==> src/hdl/mcmp_pkg.sv <==
// ----------------------------------------------------------------------------
// MIDI channel message parser package
// Shared types, constants and the data byte count lookup for the parser.
// ----------------------------------------------------------------------------
package mcmp_pkg;

  localparam int unsigned ByteWidth = 8;

  localparam logic [ByteWidth-1:0] SYSEX_START = 8'hF0;
  localparam logic [ByteWidth-1:0] SYSEX_END   = 8'hF7;

  localparam logic [3:0] NIB_NOTE_OFF  = 4'h8;
  localparam logic [3:0] NIB_NOTE_ON   = 4'h9;
  localparam logic [3:0] NIB_POLY_PRES = 4'hA;
  localparam logic [3:0] NIB_CONTROL   = 4'hB;
  localparam logic [3:0] NIB_PROGRAM   = 4'hC;
  localparam logic [3:0] NIB_CHAN_PRES = 4'hD;
  localparam logic [3:0] NIB_PITCH     = 4'hE;

  typedef logic [ByteWidth-1:0] byte_t;

  typedef enum logic [1:0] {
    MODE_IDLE    = 2'd0,
    MODE_SYSEX   = 2'd1,
    MODE_COLLECT = 2'd2
  } parse_mode_t;

  typedef enum logic [1:0] {
    NEED_NONE = 2'd0,
    NEED_ONE  = 2'd1,
    NEED_TWO  = 2'd2
  } data_need_t;

  typedef struct packed {
    byte_t status;
    byte_t first;
    byte_t second;
  } message_t;

  typedef struct packed {
    logic     valid;
    byte_t    data_byte;
    logic     packet_end;
  } request_t;

  function automatic data_need_t data_bytes_needed(input byte_t status);
    data_need_t need;
    begin
      unique case (status[7:4])
        NIB_PROGRAM, NIB_CHAN_PRES: need = NEED_ONE;
        NIB_NOTE_OFF, NIB_NOTE_ON, NIB_POLY_PRES, NIB_CONTROL, NIB_PITCH: need = NEED_TWO;
        default: need = NEED_NONE;
      endcase
      return need;
    end
  endfunction

endpackage

==> src/hdl/mcmp_input_stage.sv <==
// ----------------------------------------------------------------------------
// MIDI parser input register
// Holds one accepted request until the parse step takes it.
// ----------------------------------------------------------------------------
module mcmp_input_stage (
  input  logic             clk,
  input  logic             rst,
  input  logic             in_valid,
  output logic             in_ready,
  input  mcmp_pkg::byte_t  data_byte,
  input  logic             packet_end,
  input  logic             advance,
  output mcmp_pkg::request_t req
);
  import mcmp_pkg::*;

  logic  held_valid;
  byte_t held_byte;
  logic  held_end;

  assign in_ready = !held_valid || advance;

  always_ff @(posedge clk) begin
    if (rst) begin
      held_valid <= 1'b0;
    end else if (in_ready) begin
      held_valid <= in_valid;
    end
  end

  always_ff @(posedge clk) begin
    if (in_valid && in_ready) begin
      held_byte <= data_byte;
      held_end  <= packet_end;
    end
  end

  assign req = '{valid: held_valid, data_byte: held_byte, packet_end: held_end};

endmodule

==> src/hdl/mcmp_parse_step.sv <==
// ----------------------------------------------------------------------------
// MIDI parser step
// Parser state and the single-byte state update with message completion.
// ----------------------------------------------------------------------------
module mcmp_parse_step (
  input  logic                clk,
  input  logic                rst,
  input  mcmp_pkg::request_t  req,
  input  logic                advance,
  input  logic                deliver_enable,
  output logic                result_valid,
  output mcmp_pkg::message_t  result
);
  import mcmp_pkg::*;

  parse_mode_t mode, mode_next;
  byte_t       held_status, held_status_next;
  byte_t       held_first, held_first_next;
  logic        first_held, first_held_next;
  logic        done;
  data_need_t  need_held;
  data_need_t  need_in;

  assign need_held = data_bytes_needed(held_status);
  assign need_in   = data_bytes_needed(req.data_byte);

  always_comb begin
    done   = 1'b0;
    result = '{status: held_status, first: req.data_byte, second: '0};
    if (mode == MODE_COLLECT) begin
      if (need_held == NEED_ONE) begin
        done = 1'b1;
      end else if (first_held) begin
        done          = 1'b1;
        result.first  = held_first;
        result.second = req.data_byte;
      end
    end
  end

  always_comb begin
    mode_next        = mode;
    held_status_next = held_status;
    held_first_next  = held_first;
    first_held_next  = first_held;
    unique case (mode)
      MODE_SYSEX: begin
        if (req.data_byte == SYSEX_END) begin
          mode_next        = MODE_IDLE;
          held_status_next = '0;
          held_first_next  = '0;
          first_held_next  = 1'b0;
        end
      end
      MODE_COLLECT: begin
        if (done) begin
          mode_next        = MODE_IDLE;
          held_status_next = '0;
          held_first_next  = '0;
          first_held_next  = 1'b0;
        end else begin
          held_first_next = req.data_byte;
          first_held_next = 1'b1;
        end
      end
      default: begin
        held_first_next = '0;
        first_held_next = 1'b0;
        if (req.data_byte == SYSEX_START) begin
          mode_next        = MODE_SYSEX;
          held_status_next = '0;
        end else if (req.data_byte[7] && need_in != NEED_NONE) begin
          mode_next        = MODE_COLLECT;
          held_status_next = req.data_byte;
        end else begin
          mode_next        = MODE_IDLE;
          held_status_next = '0;
        end
      end
    endcase
    if (req.packet_end) begin
      mode_next        = MODE_IDLE;
      held_status_next = '0;
      held_first_next  = '0;
      first_held_next  = 1'b0;
    end
  end

  assign result_valid = req.valid && done && deliver_enable;

  always_ff @(posedge clk) begin
    if (rst) begin
      mode        <= MODE_IDLE;
      held_status <= '0;
      held_first  <= '0;
      first_held  <= 1'b0;
    end else if (advance) begin
      mode        <= mode_next;
      held_status <= held_status_next;
      held_first  <= held_first_next;
      first_held  <= first_held_next;
    end
  end

endmodule

==> src/hdl/mcmp_output_stage.sv <==
// ----------------------------------------------------------------------------
// MIDI parser output register
// Holds one completed message until the downstream side takes it.
// ----------------------------------------------------------------------------
module mcmp_output_stage (
  input  logic               clk,
  input  logic               rst,
  input  logic               load,
  input  mcmp_pkg::message_t msg,
  output logic               out_valid,
  input  logic               out_ready,
  output mcmp_pkg::byte_t    status_out,
  output mcmp_pkg::byte_t    first_data,
  output mcmp_pkg::byte_t    second_data
);
  import mcmp_pkg::*;

  message_t held_msg;

  always_ff @(posedge clk) begin
    if (rst) begin
      out_valid <= 1'b0;
    end else if (load) begin
      out_valid <= 1'b1;
    end else if (out_ready) begin
      out_valid <= 1'b0;
    end
  end

  always_ff @(posedge clk) begin
    if (load) begin
      held_msg <= msg;
    end
  end

  assign status_out  = held_msg.status;
  assign first_data  = held_msg.first;
  assign second_data = held_msg.second;

endmodule

==> src/hdl/midi_channel_message_parser.sv <==
// ----------------------------------------------------------------------------
// MIDI channel message parser
// A message's last byte is held in the input register; the completed message is then registered in the output register.
// Throughput: one byte per cycle, limited only by output back-pressure.
// Reset clears the parser to idle and disables delivery.
// ----------------------------------------------------------------------------
module midi_channel_message_parser (
  input  logic            clk,
  input  logic            rst,
  input  logic            cfg_write,
  input  logic            cfg_data,
  input  logic            in_valid,
  output logic            in_ready,
  input  mcmp_pkg::byte_t data_byte,
  input  logic            packet_end,
  output logic            out_valid,
  input  logic            out_ready,
  output mcmp_pkg::byte_t status_out,
  output mcmp_pkg::byte_t first_data,
  output mcmp_pkg::byte_t second_data
);
  import mcmp_pkg::*;

  logic     deliver_enable;
  request_t req;
  logic     advance;
  logic     result_valid;
  message_t result;

  always_ff @(posedge clk) begin
    if (rst) begin
      deliver_enable <= 1'b0;
    end else if (cfg_write) begin
      deliver_enable <= cfg_data;
    end
  end

  // A request moves on unless it completes a message while the output is still full.
  assign advance = req.valid && (!result_valid || !out_valid || out_ready);

  mcmp_input_stage u_input (
    .clk        (clk),
    .rst        (rst),
    .in_valid   (in_valid),
    .in_ready   (in_ready),
    .data_byte  (data_byte),
    .packet_end (packet_end),
    .advance    (advance),
    .req        (req)
  );

  mcmp_parse_step u_step (
    .clk            (clk),
    .rst            (rst),
    .req            (req),
    .advance        (advance),
    .deliver_enable (deliver_enable),
    .result_valid   (result_valid),
    .result         (result)
  );

  mcmp_output_stage u_output (
    .clk         (clk),
    .rst         (rst),
    .load        (advance && result_valid),
    .msg         (result),
    .out_valid   (out_valid),
    .out_ready   (out_ready),
    .status_out  (status_out),
    .first_data  (first_data),
    .second_data (second_data)
  );

endmodule
==> config.mk <==
export PLATFORM = sky130hd
export DESIGN_NAME = midi_channel_message_parser
export DESIGN_NICKNAME = d
export VERILOG_FILES = /design/src/hdl/mcmp_pkg.sv /design/src/hdl/mcmp_input_stage.sv /design/src/hdl/mcmp_parse_step.sv /design/src/hdl/mcmp_output_stage.sv /design/src/hdl/midi_channel_message_parser.sv
export SDC_FILE = /design/constraint.sdc
export NUM_CORES = 1
export LEC_CHECK = 0
export BUFFER_PORTS_ARGS = -buffer_cell sky130_fd_sc_hd__buf_4
export CELL_PAD_IN_SITES_DETAIL_PLACEMENT = 0
export CELL_PAD_IN_SITES_GLOBAL_PLACEMENT = 2
export CORE_MARGIN = 3
export CORE_UTILIZATION = 39
export CTS_BUF_LIST = sky130_fd_sc_hd__clkbuf_16
export DETAILED_ROUTE_END_ITERATION = 6
export PLACE_DENSITY_LB_ADDON = 0.1
export SYNTH_ARGS = -nofsm -noshare
export SYNTH_HDL_FRONTEND = slang
export SYNTH_SLANG_ARGS = --single-unit
==> constraint.sdc <==
create_clock -name clk -period 5.2 [get_ports clk]
set_clock_uncertainty 0.05 [all_clocks]
set_input_delay 0.78 -clock clk [delete_from_list [all_inputs] [get_ports clk]]
set_output_delay 0.78 -clock clk [all_outputs]
set_load 0.01 [all_outputs]
# == Word level (Yosys, flattened, before mapping) ==
# Index checks and enable logic that the tools add are counted.
# totals
reg_bits,55
in_bits,15
out_inout_bits,26
word_cells,85
# classes
eq_ne,21
n_mux,29
bitwise_logic,2
n_reduce_logical,21
# op_table
cell,n
== test 4 bit (second input constant),14
two-way mux 8 bit,7
two-way mux 16 bit,3
one-hot mux 8 bit (2 select lines),2
== test 8 bit (second input constant),2
one-hot mux 2 bit (2 select lines),3
two-way mux 2 bit,5
OR reduction 5 bit,2
two-way mux 1 bit,8
logical AND 1 bit,6
inequality test 3 x 2 -> 1 bit (second input constant),2
== test 2 x 1 -> 1 bit (second input constant),2
nonzero test 2 bit,2
OR reduction 2 bit,2
zero test 1 bit,3
logical OR 1 bit,3
AND reduction 3 bit,1
OR reduction 3 bit,1
== test 2 bit (second input constant),1
inverter 1 bit,2
one-hot mux 1 bit (2 select lines),1
AND reduction 2 bit,1

# == Longest topological paths before layout ==
# Gate-level depths: netlist (run 1).
# logic_depth
ltp_word,14
depth_mapped,7

# == By module ==
# Synthesis (run 1) repeated with hierarchy kept, for this count alone.
# unflattened
hier_cells,166
hier_area_um2,2220.9
# modules_own_cells
module,instances,cells_per_inst,area_each_um2,seq_area_each_um2
mcmp_parse_step,1,115,1054.8,360.3
mcmp_output_stage,1,28,759.5,740.7
mcmp_input_stage,1,16,340.3,290.3
midi_channel_message_parser,1,7,66.3,20.0

# == Worst setup path after synthesis (run 1) ==
# OpenSTA, ideal clock, no wires.
# synth_timing
path_kind,input-to-reg
start,input out_ready
end,"register u_output.held_msg, in the netlist u_output.first_data[0] (enable)"
setup_ps,408
t_arrival_ps,2015
t_required_ps,4742
setup_slack_ps,2727
stages,2
n_path_buf,0
path_cell_list,nand2b_1 nor2b_1
# synth_via
elab_chain_cells,3
# synth_lines
item,line_no,rtl
start: declaration,midi_channel_message_parser.sv:17,"input logic out_ready,"
logical OR 1 bit,midi_channel_message_parser.sv:39,assign advance = req.valid && (!result_valid || !out_valid || out_ready);
logical AND 1 bit,midi_channel_message_parser.sv:39,
logical AND 1 bit,midi_channel_message_parser.sv:65,".load (advance && result_valid),"
via u_output.load,mcmp_output_stage.sv:8,"input logic load,"
end signal: assignment,mcmp_output_stage.sv:32,held_msg <= msg;
end: declaration,mcmp_output_stage.sv:18,message_t held_msg;
# The timed path passes the listed nets, and every way through them passes these cells.
# A chain may end at the register's enable or synchronous reset.

# == Worst setup path after layout (run 1) ==
# layout_timing
start,register u_step.held_status[7]
end,output in_ready
# layout_via
elab_chain_cells,13
# layout_lines
item,line_no,rtl
start: declaration,mcmp_parse_step.sv:17,"byte_t held_status, held_status_next;"
start signal: assignment,mcmp_parse_step.sv:99,held_status <= held_status_next;
== test 4 bit,mcmp_pkg.sv:49,unique case (status[7:4])
OR reduction 5 bit / OR reduction 2 bit (equally long branches),mcmp_pkg.sv:49,
one-hot mux 2 bit (2 select lines) *,mcmp_pkg.sv:49,
== test 2 x 1 -> 1 bit *,mcmp_parse_step.sv:31,if (need_held == NEED_ONE) begin
two-way mux 1 bit *,mcmp_parse_step.sv:31,
two-way mux 1 bit *,mcmp_parse_step.sv:30,if (mode == MODE_COLLECT) begin
logical AND 1 bit * (2 in a row),mcmp_parse_step.sv:89,assign result_valid = req.valid && done && deliver_enable;
zero test 1 bit *,midi_channel_message_parser.sv:39,
logical OR 1 bit * (2 in a row),midi_channel_message_parser.sv:39,
logical AND 1 bit *,midi_channel_message_parser.sv:39,
logical OR 1 bit *,mcmp_input_stage.sv:21,assign in_ready = !held_valid || advance;
end: declaration,midi_channel_message_parser.sv:13,"output logic in_ready,"
# Mark *: on every way between the ends. The rest lies on a longest branch, timed or not.

==> impl_metrics.yaml, run 1 <==
outcome:
  status: "completed"
grt:
  grt_pass1_vias: 1360
  grt_pass1_wl_um: 7030
  grt_usage_pct: 14.7
  antenna_found_initial: 0
  grt_max_degree: 25
  gr-total-overflow: 0
synthesis:
  yosysUniqueCellTypes: 37
  synth_top_family_by_area: "simple AND/OR/NAND/NOR gates"
  postSynthNetCount: 169
  synth_warnings: 0
  synth_seq_area_share_pct: 67.1
  synth_area_per_cell_um2: 13.8
  yosysTopAreaCellShare_pct: 47.1
  ys_top_cells_by_area: "edfxtp_1 (47%), dfxtp_1 (20%), mux2i_1 (4.3%)"
  ys_ff_latch: 54
  synth_top_cell_by_area: "edfxtp_1"
  synth_compound_area_share_pct: 7.31
  syn_inst: 152
  synthAdderAreaFrac_pct: 1.19
  synthMuxAreaShare_pct: 8.56
  synth_simple_gate_area_share_pct: 13.7
  synth-xor-area-share_pct: 0
  syn_area_mm2: 0.00210
pwr:
  leakage_nw: 1.02
  cellPowerDensity_mw_per_mm2: 329
  power.internal_mw: 0.689
  pwr-share-seq_pct: 55.0
  switching_share_pct: 20.4
  ir_drop_mv: 0.167
  p_comb_share_pct: 4.2
  p_clk_share_pct: 40.8
  p_total_mw: 0.866
  switchingPower_mw: 0.177
clock_tree:
  h-tree-depth: 2
  cts_tree: "done"
  cts_setup_buffers: 0
  clock-sinks: 54
  path_clk_slew_ps: 70
  postCtsHoldBufs: 0
  cts_made_buffers: 5
  clock_latency_ps: 290
  clock-root-buffer: "clkbuf_16"
  cts_resized: 0
  cts_buffer_depth: 2
worst_setup_path:
  cp_data_arrival_time_ps: 1630
  cpMaxStageDelayCell: "dfxtp_1"
  cp.buffers_inverters: 1
  crit_chain: "ha_1 -> o2111ai_1 -> or2_2 -> buf_4"
  critPathMaxStageDelay_ps: 420
  ff2ff_path_depth: 5
  crit_family: "flip-flops"
  crit_cells: 4
  crit_type: "flip-flop to output port"
  end_kind: "output port"
  cp_max_fo: 6
  critPathLaunchType: "flip-flop"
  crit_required_ps: 4370
cells_and_area:
  layout_commonest_cell: "buf_4"
  fillCellCount: 468
  seqCellArea_mm2: 0.00141
  multi_input_area_um2: 651
  nets: 210
  layout.cells.most_common_list: "buf_4 (40), edfxtp_1 (33), dfxtp_1 (21), nand2_1 (17), mux2i_1 (9)"
  drive_gt1_share_pct: 33.0
  n_antenna_cell: 0
  fin_cells: 264
  area_growth_pct: 25.0
sta:
  tightest_slew_ps: 1160
  finalHoldViolations: 0
  rsz0062_at_grt: "no"
  maxSlewViolCount: 0
  fin_crit_ps: 2460
  period_share_pct: 47.2
  setup_violations: 0
  slew_headroom_pct: 22.6
  fin_setup_tns_ps: 0
  fmax_mhz: 407
min_path:
  hp-class: "flip-flop to flip-flop"
  min_path_cells: 0
floorplanning:
  die_w_um: 79.5
  start_util_pct: 40.7
  core.rowCount: 26
  io_pins: 41
  core_area_mm2: 0.00517
  die_height_um: 79.5
  dieArea_mm2: 0.00631
route:
  drt-total-wl_um: 4110
  via_count: 1342
  ant_nets: 0
  vias_per_cell: 5.08
  drt_iter0_drc: 57
  first_pass_iters: 4
  drc_errors: 0
  wl_per_cell_um: 15.6
place:
  place_congestion: 0.749
  post-dp-hpwl_um: 2860
  dp.cells: 256
  io_buffers: 40
flow_run:
  cap_violations: 0
==> logic make-up (layout without fill, tap and decap cells) <==
family / count (synthesis) / after routing
buffers and inverters: 10 / 52
muxes: 17 / 17
AOI/OAI and AO/OA: 19 / 19
DFF: 54 / 54
and+or+nand+nor: 50 / 50
adders and majority gates: 2 / 2
==> routing by layer <==
metal | up-vias | GRT usage [%] | wire length [um] | part of all wire (%)
met5 | - | 0 | 0 | 0
met4 | 0 | 4.12 | 48 | 1.2
met3 | 5 | 3.95 | 210 | 5.1
met2 | 38 | 23.6 | 1960 | 48
met1 | 655 | 19.6 | 1890 | 46
li1 | 644 | - | - | -
==> flip-flops by register name, summed over array words and instances (netlist names) <==
signal / cells
u_input.held_byte: 8
u_output.first_data: 8
u_output.second_data: 8
u_output.status_out: 8
u_step.held_first: 8
u_step.held_status: 8
deliver_enable: 1
u_input.held_end: 1
u_input.held_valid: 1
u_output.out_valid: 1
u_step.first_held: 1
u_step.mode: 1
==> power groups by stage <==
stage / logic, mW / clock network, mW / registers [mW]
3_5_place_dp: 0.0363 / 0 / 0.486
3_3_place_gp: 0.0352 / 0 / 0.485
2_1_floorplan: 0.0250 / 0 / 0.479
6_report: 0.0361 / 0.353 / 0.476
5_1_grt: 0.0402 / 0.380 / 0.478
4_1_cts: 0.0366 / 0.363 / 0.476
==> cells in the mapped netlist <==
master / count
clkbuf_1: 5
buf_6: 1
and2_2: 1
or3_1: 1
mux2_2: 8
a31o_2: 1
a21oi_1: 3
nor2b_1: 1
mux2i_1: 9
or3b_1: 1
nand3_1: 2
nor2_4: 1
nand4b_1: 2
and3_1: 2
nand4_1: 1
edfxtp_1: 33
and4_1: 1
and3b_2: 1
nand2b_1: 1
inv_1: 4
nand3b_1: 1
and2_1: 8
o21ai_0: 2
nor3_1: 1
a22o_1: 1
dfxtp_1: 21
nor4_1: 1
nand2_1: 17
nor4bb_1: 1
a22oi_1: 1
nor2_1: 3
a32o_1: 8
and2b_2: 2
o2111ai_1: 1
or2_2: 1
ha_1: 2
o21a_1: 2
==> stage by stage <==
step	hold WS (ps)	setup slack, ps	util (%)	area, um^2
final	389	2740	50.8	2630
after floorplan	359	2730	-	2100
after detailed placement	371	2770	47.7	2460
after global routing	393	2620	50.8	2630
after global placement	371	2820	47.7	2460
after CTS	388	2730	50.8	2630
==> path summary, 6_finish.rpt <==
kind / end / slack, ps / start
max: in_ready / 2740 / u_step.held_status[7]
min: u_output.status_out[3] / 390 / u_step.held_status[3]
max reg2reg: u_step.held_first[3] / 2950 / u_step.held_status[7]
min reg2reg: u_output.status_out[3] / 390 / u_step.held_status[3]
==> layout make-up <==
type | instances | share of cell area, %
flip-flops and latches | 54 | 53.7
well taps | 70 | 3.33
clock buffers | 6 | 5.71
clock inverters | 2 | 0.571
multi-input cells | 88 | 24.7
repair buffers | 40 | 11.4
inverters | 4 | 0.571
Power figures use the tool's default switching activity.
==> inputs of run 2 (changes only) <==
Settings changed: ABC_AREA from default to 1, CORE_UTILIZATION 39 to 31.
Clock period 5.2 ns to 2 ns, I/O delays scaled along.
==> run 2 against run 1 <==
  * Synthesized cell count rose by 45%
  * Register-to-register slack got worse by 2700 ps
  * Via count rose by 18%
  * Utilization fell by 9.7 points
  * Critical endpoint unchanged
  * Highest routed layer unchanged
==> impl_metrics.yaml, run 2 <==
outcome:
  status: "completed"
route:
  ant_nets: 0
  drt_iter0_drc: 76
  via_count: 1580
  wl_per_cell_um: 12.8
  vias_per_cell: 4.35
  drc_errors: 0
  first_pass_iters: 4
  drt-total-wl_um: 4630
cells_and_area:
  layout_commonest_cell: "buf_4"
  fillCellCount: 733
  finalInstanceArea_mm2: 0.00287
  nets: 283
  layout.cells.most_common_list: "buf_4 (46), edfxtp_1 (33), nor2_1 (31), nand2_1 (26), dfxtp_1 (21)"
  n_antenna_cell: 0
  area_growth_pct: 25.1
  drive_gt1_share_pct: 32.6
  fin_cells: 363
synthesis:
  postSynthNetCount: 237
  ys_ff_latch: 54
  synth_top_cell_by_area: "edfxtp_1"
  ys_top_cells_by_area: "edfxtp_1 (43%), dfxtp_1 (18%), nor2_1 (5.1%)"
  yosysUniqueCellTypes: 24
  synth_warnings: 0
  syn_inst: 220
  synth_area_per_cell_um2: 10.4
  syn_area_mm2: 0.00230
  synth_seq_area_share_pct: 61.5
  synth-async-reset-ratio_pct: 0
  yosysMostFrequentCell: "edfxtp_1"
  yosysTopAreaCellShare_pct: 43.2
  synth_edf_count: 33
  synth-main-ff-cell: "edfxtp_1"
  synth_common_cells: "edfxtp_1 (33), nor2_1 (31), nand2_1 (26)"
floorplanning:
  start_util_pct: 32.9
  dieArea_mm2: 0.00848
  io_pins: 41
  core.rowCount: 30
  core_area_mm2: 0.00698
  die_w_um: 92.1
  die_height_um: 92.1
min_path:
  hp-class: "primary input to flip-flop"
sta:
  finalHoldViolations: 0
  fin_crit_ps: 1830
  fin_setup_tns_ps: 0
  fmax_mhz: 545
  rsz0062_at_grt: "no"
  setup_violations: 0
  tightest_slew_ps: 577
  period_share_pct: 91.7
  maxSlewViolCount: 0
  layout_setup_ws_ps: 166
  slew_headroom_pct: 61.4
worst_setup_path:
  cp_max_fo: 10
  crit_type: "flip-flop to output port"
  cp_data_arrival_time_ps: 1480
  crit_required_ps: 1650
  critPathLaunchType: "flip-flop"
  end_kind: "output port"
clock_tree:
  cts_made_buffers: 5
  h-tree-depth: 2
  clock_latency_ps: 290
  clock-root-buffer: "clkbuf_16"
  cts_tree: "done"
  clock-sinks: 54
  cts_buffer_depth: 2
  postCtsHoldBufs: 0
  path_clk_slew_ps: 70
place:
  place_congestion: 0.736
  place_area_mm2: 0.00271
  post-dp-hpwl_um: 3430
  dp_slack_ps: 156
  dp.cells: 352
  io_buffers: 40
grt:
  grt_max_degree: 25
  gr-total-overflow: 0
  grt_usage_pct: 11.5
  grt_pass1_wl_um: 7590
  grt_pass1_vias: 1508
  antenna_found_initial: 0
pwr:
  ir_drop_mv: 0.521
  cellPowerDensity_mw_per_mm2: 777
  leakage_nw: 1.05
  p_total_mw: 2.23
flow_run:
  cap_violations: 0
==> run 2: critical path, stage by stage (launching register included) <==
cell and delay [ps]:
dfxtp_1 400, ha_1 200, inv_2 100, nor2_2 180
nand3_4 140, buf_4 180
==> run 2: kinds of logic (layout without fill, tap and decap cells) <==
logic type	Yosys count	in the layout	synth area share (%)
buf+inv	29	76	5.61
compound gates	35	35	8.83
fa+ha+maj	2	2	1.09
simple gates	100	100	23.0
flops	54	54	61.5
==> run 2: timing repair <==
item                       4_1_cts  5_1_grt
setup endpoints to repair        0        7
gates resized for setup          0        0
buffers inserted                 0        3
==> run 2: report_power, final <==
| group | switching, mW | total, mW | internal, mW |
|---|---|---|---|
| combinational | 0.101 | 0.162 | 0.0608 |
| clock | 0.382 | 0.840 | 0.458 |
| sequential | 0.0286 | 1.23 | 1.20 |
| total | 0.511 | 2.23 | 1.72 |
==> run 2: path summary, 6_finish.rpt <==
check                        start                       to  slack (ps)  depth (start not counted)
min reg2reg  u_step.held_status[3]   u_output.status_out[3]         380                          0
max          u_step.held_status[7]                 in_ready         170                          5
min                   data_byte[5]     u_input.held_byte[5]         130                          1
max reg2reg         u_step.mode[0]  u_output.second_data[4]         220                          8
==> run 2: final cells by class <==
class,instances,area [um^2],area share (%)
Clock buffer,5,125,4.36
Clock inverter,3,16.3,0.566
Inverter,21,78.8,2.74
Multi-Input combinational cell,137,756,26.3
Sequential cell,54,1410,49.1
Tap cell,96,120,4.18
Timing Repair Buffer,47,365,12.7
==> run 2: stage by stage <==
step | util [%] | hold slack [ps]
2_1_floorplan | - | 344
3_3_place_gp | 38.8 | 368
3_5_place_dp | 38.8 | 367
4_1_cts | 40.8 | 127
5_1_grt | 41.1 | 121
6_report | 41.1 | 134
==> run 2: layer usage <==
layer  vias up  share of wire, %  GRT usage (%)  routed length [um]
met3         5               4.1           2.63                 188
met2        37                46           18.7                2120
met4         0              0.91           2.60                  42
met1       703                49           15.5                2290
met5         -                 0              0                   0
li1        835                 -              -                   -
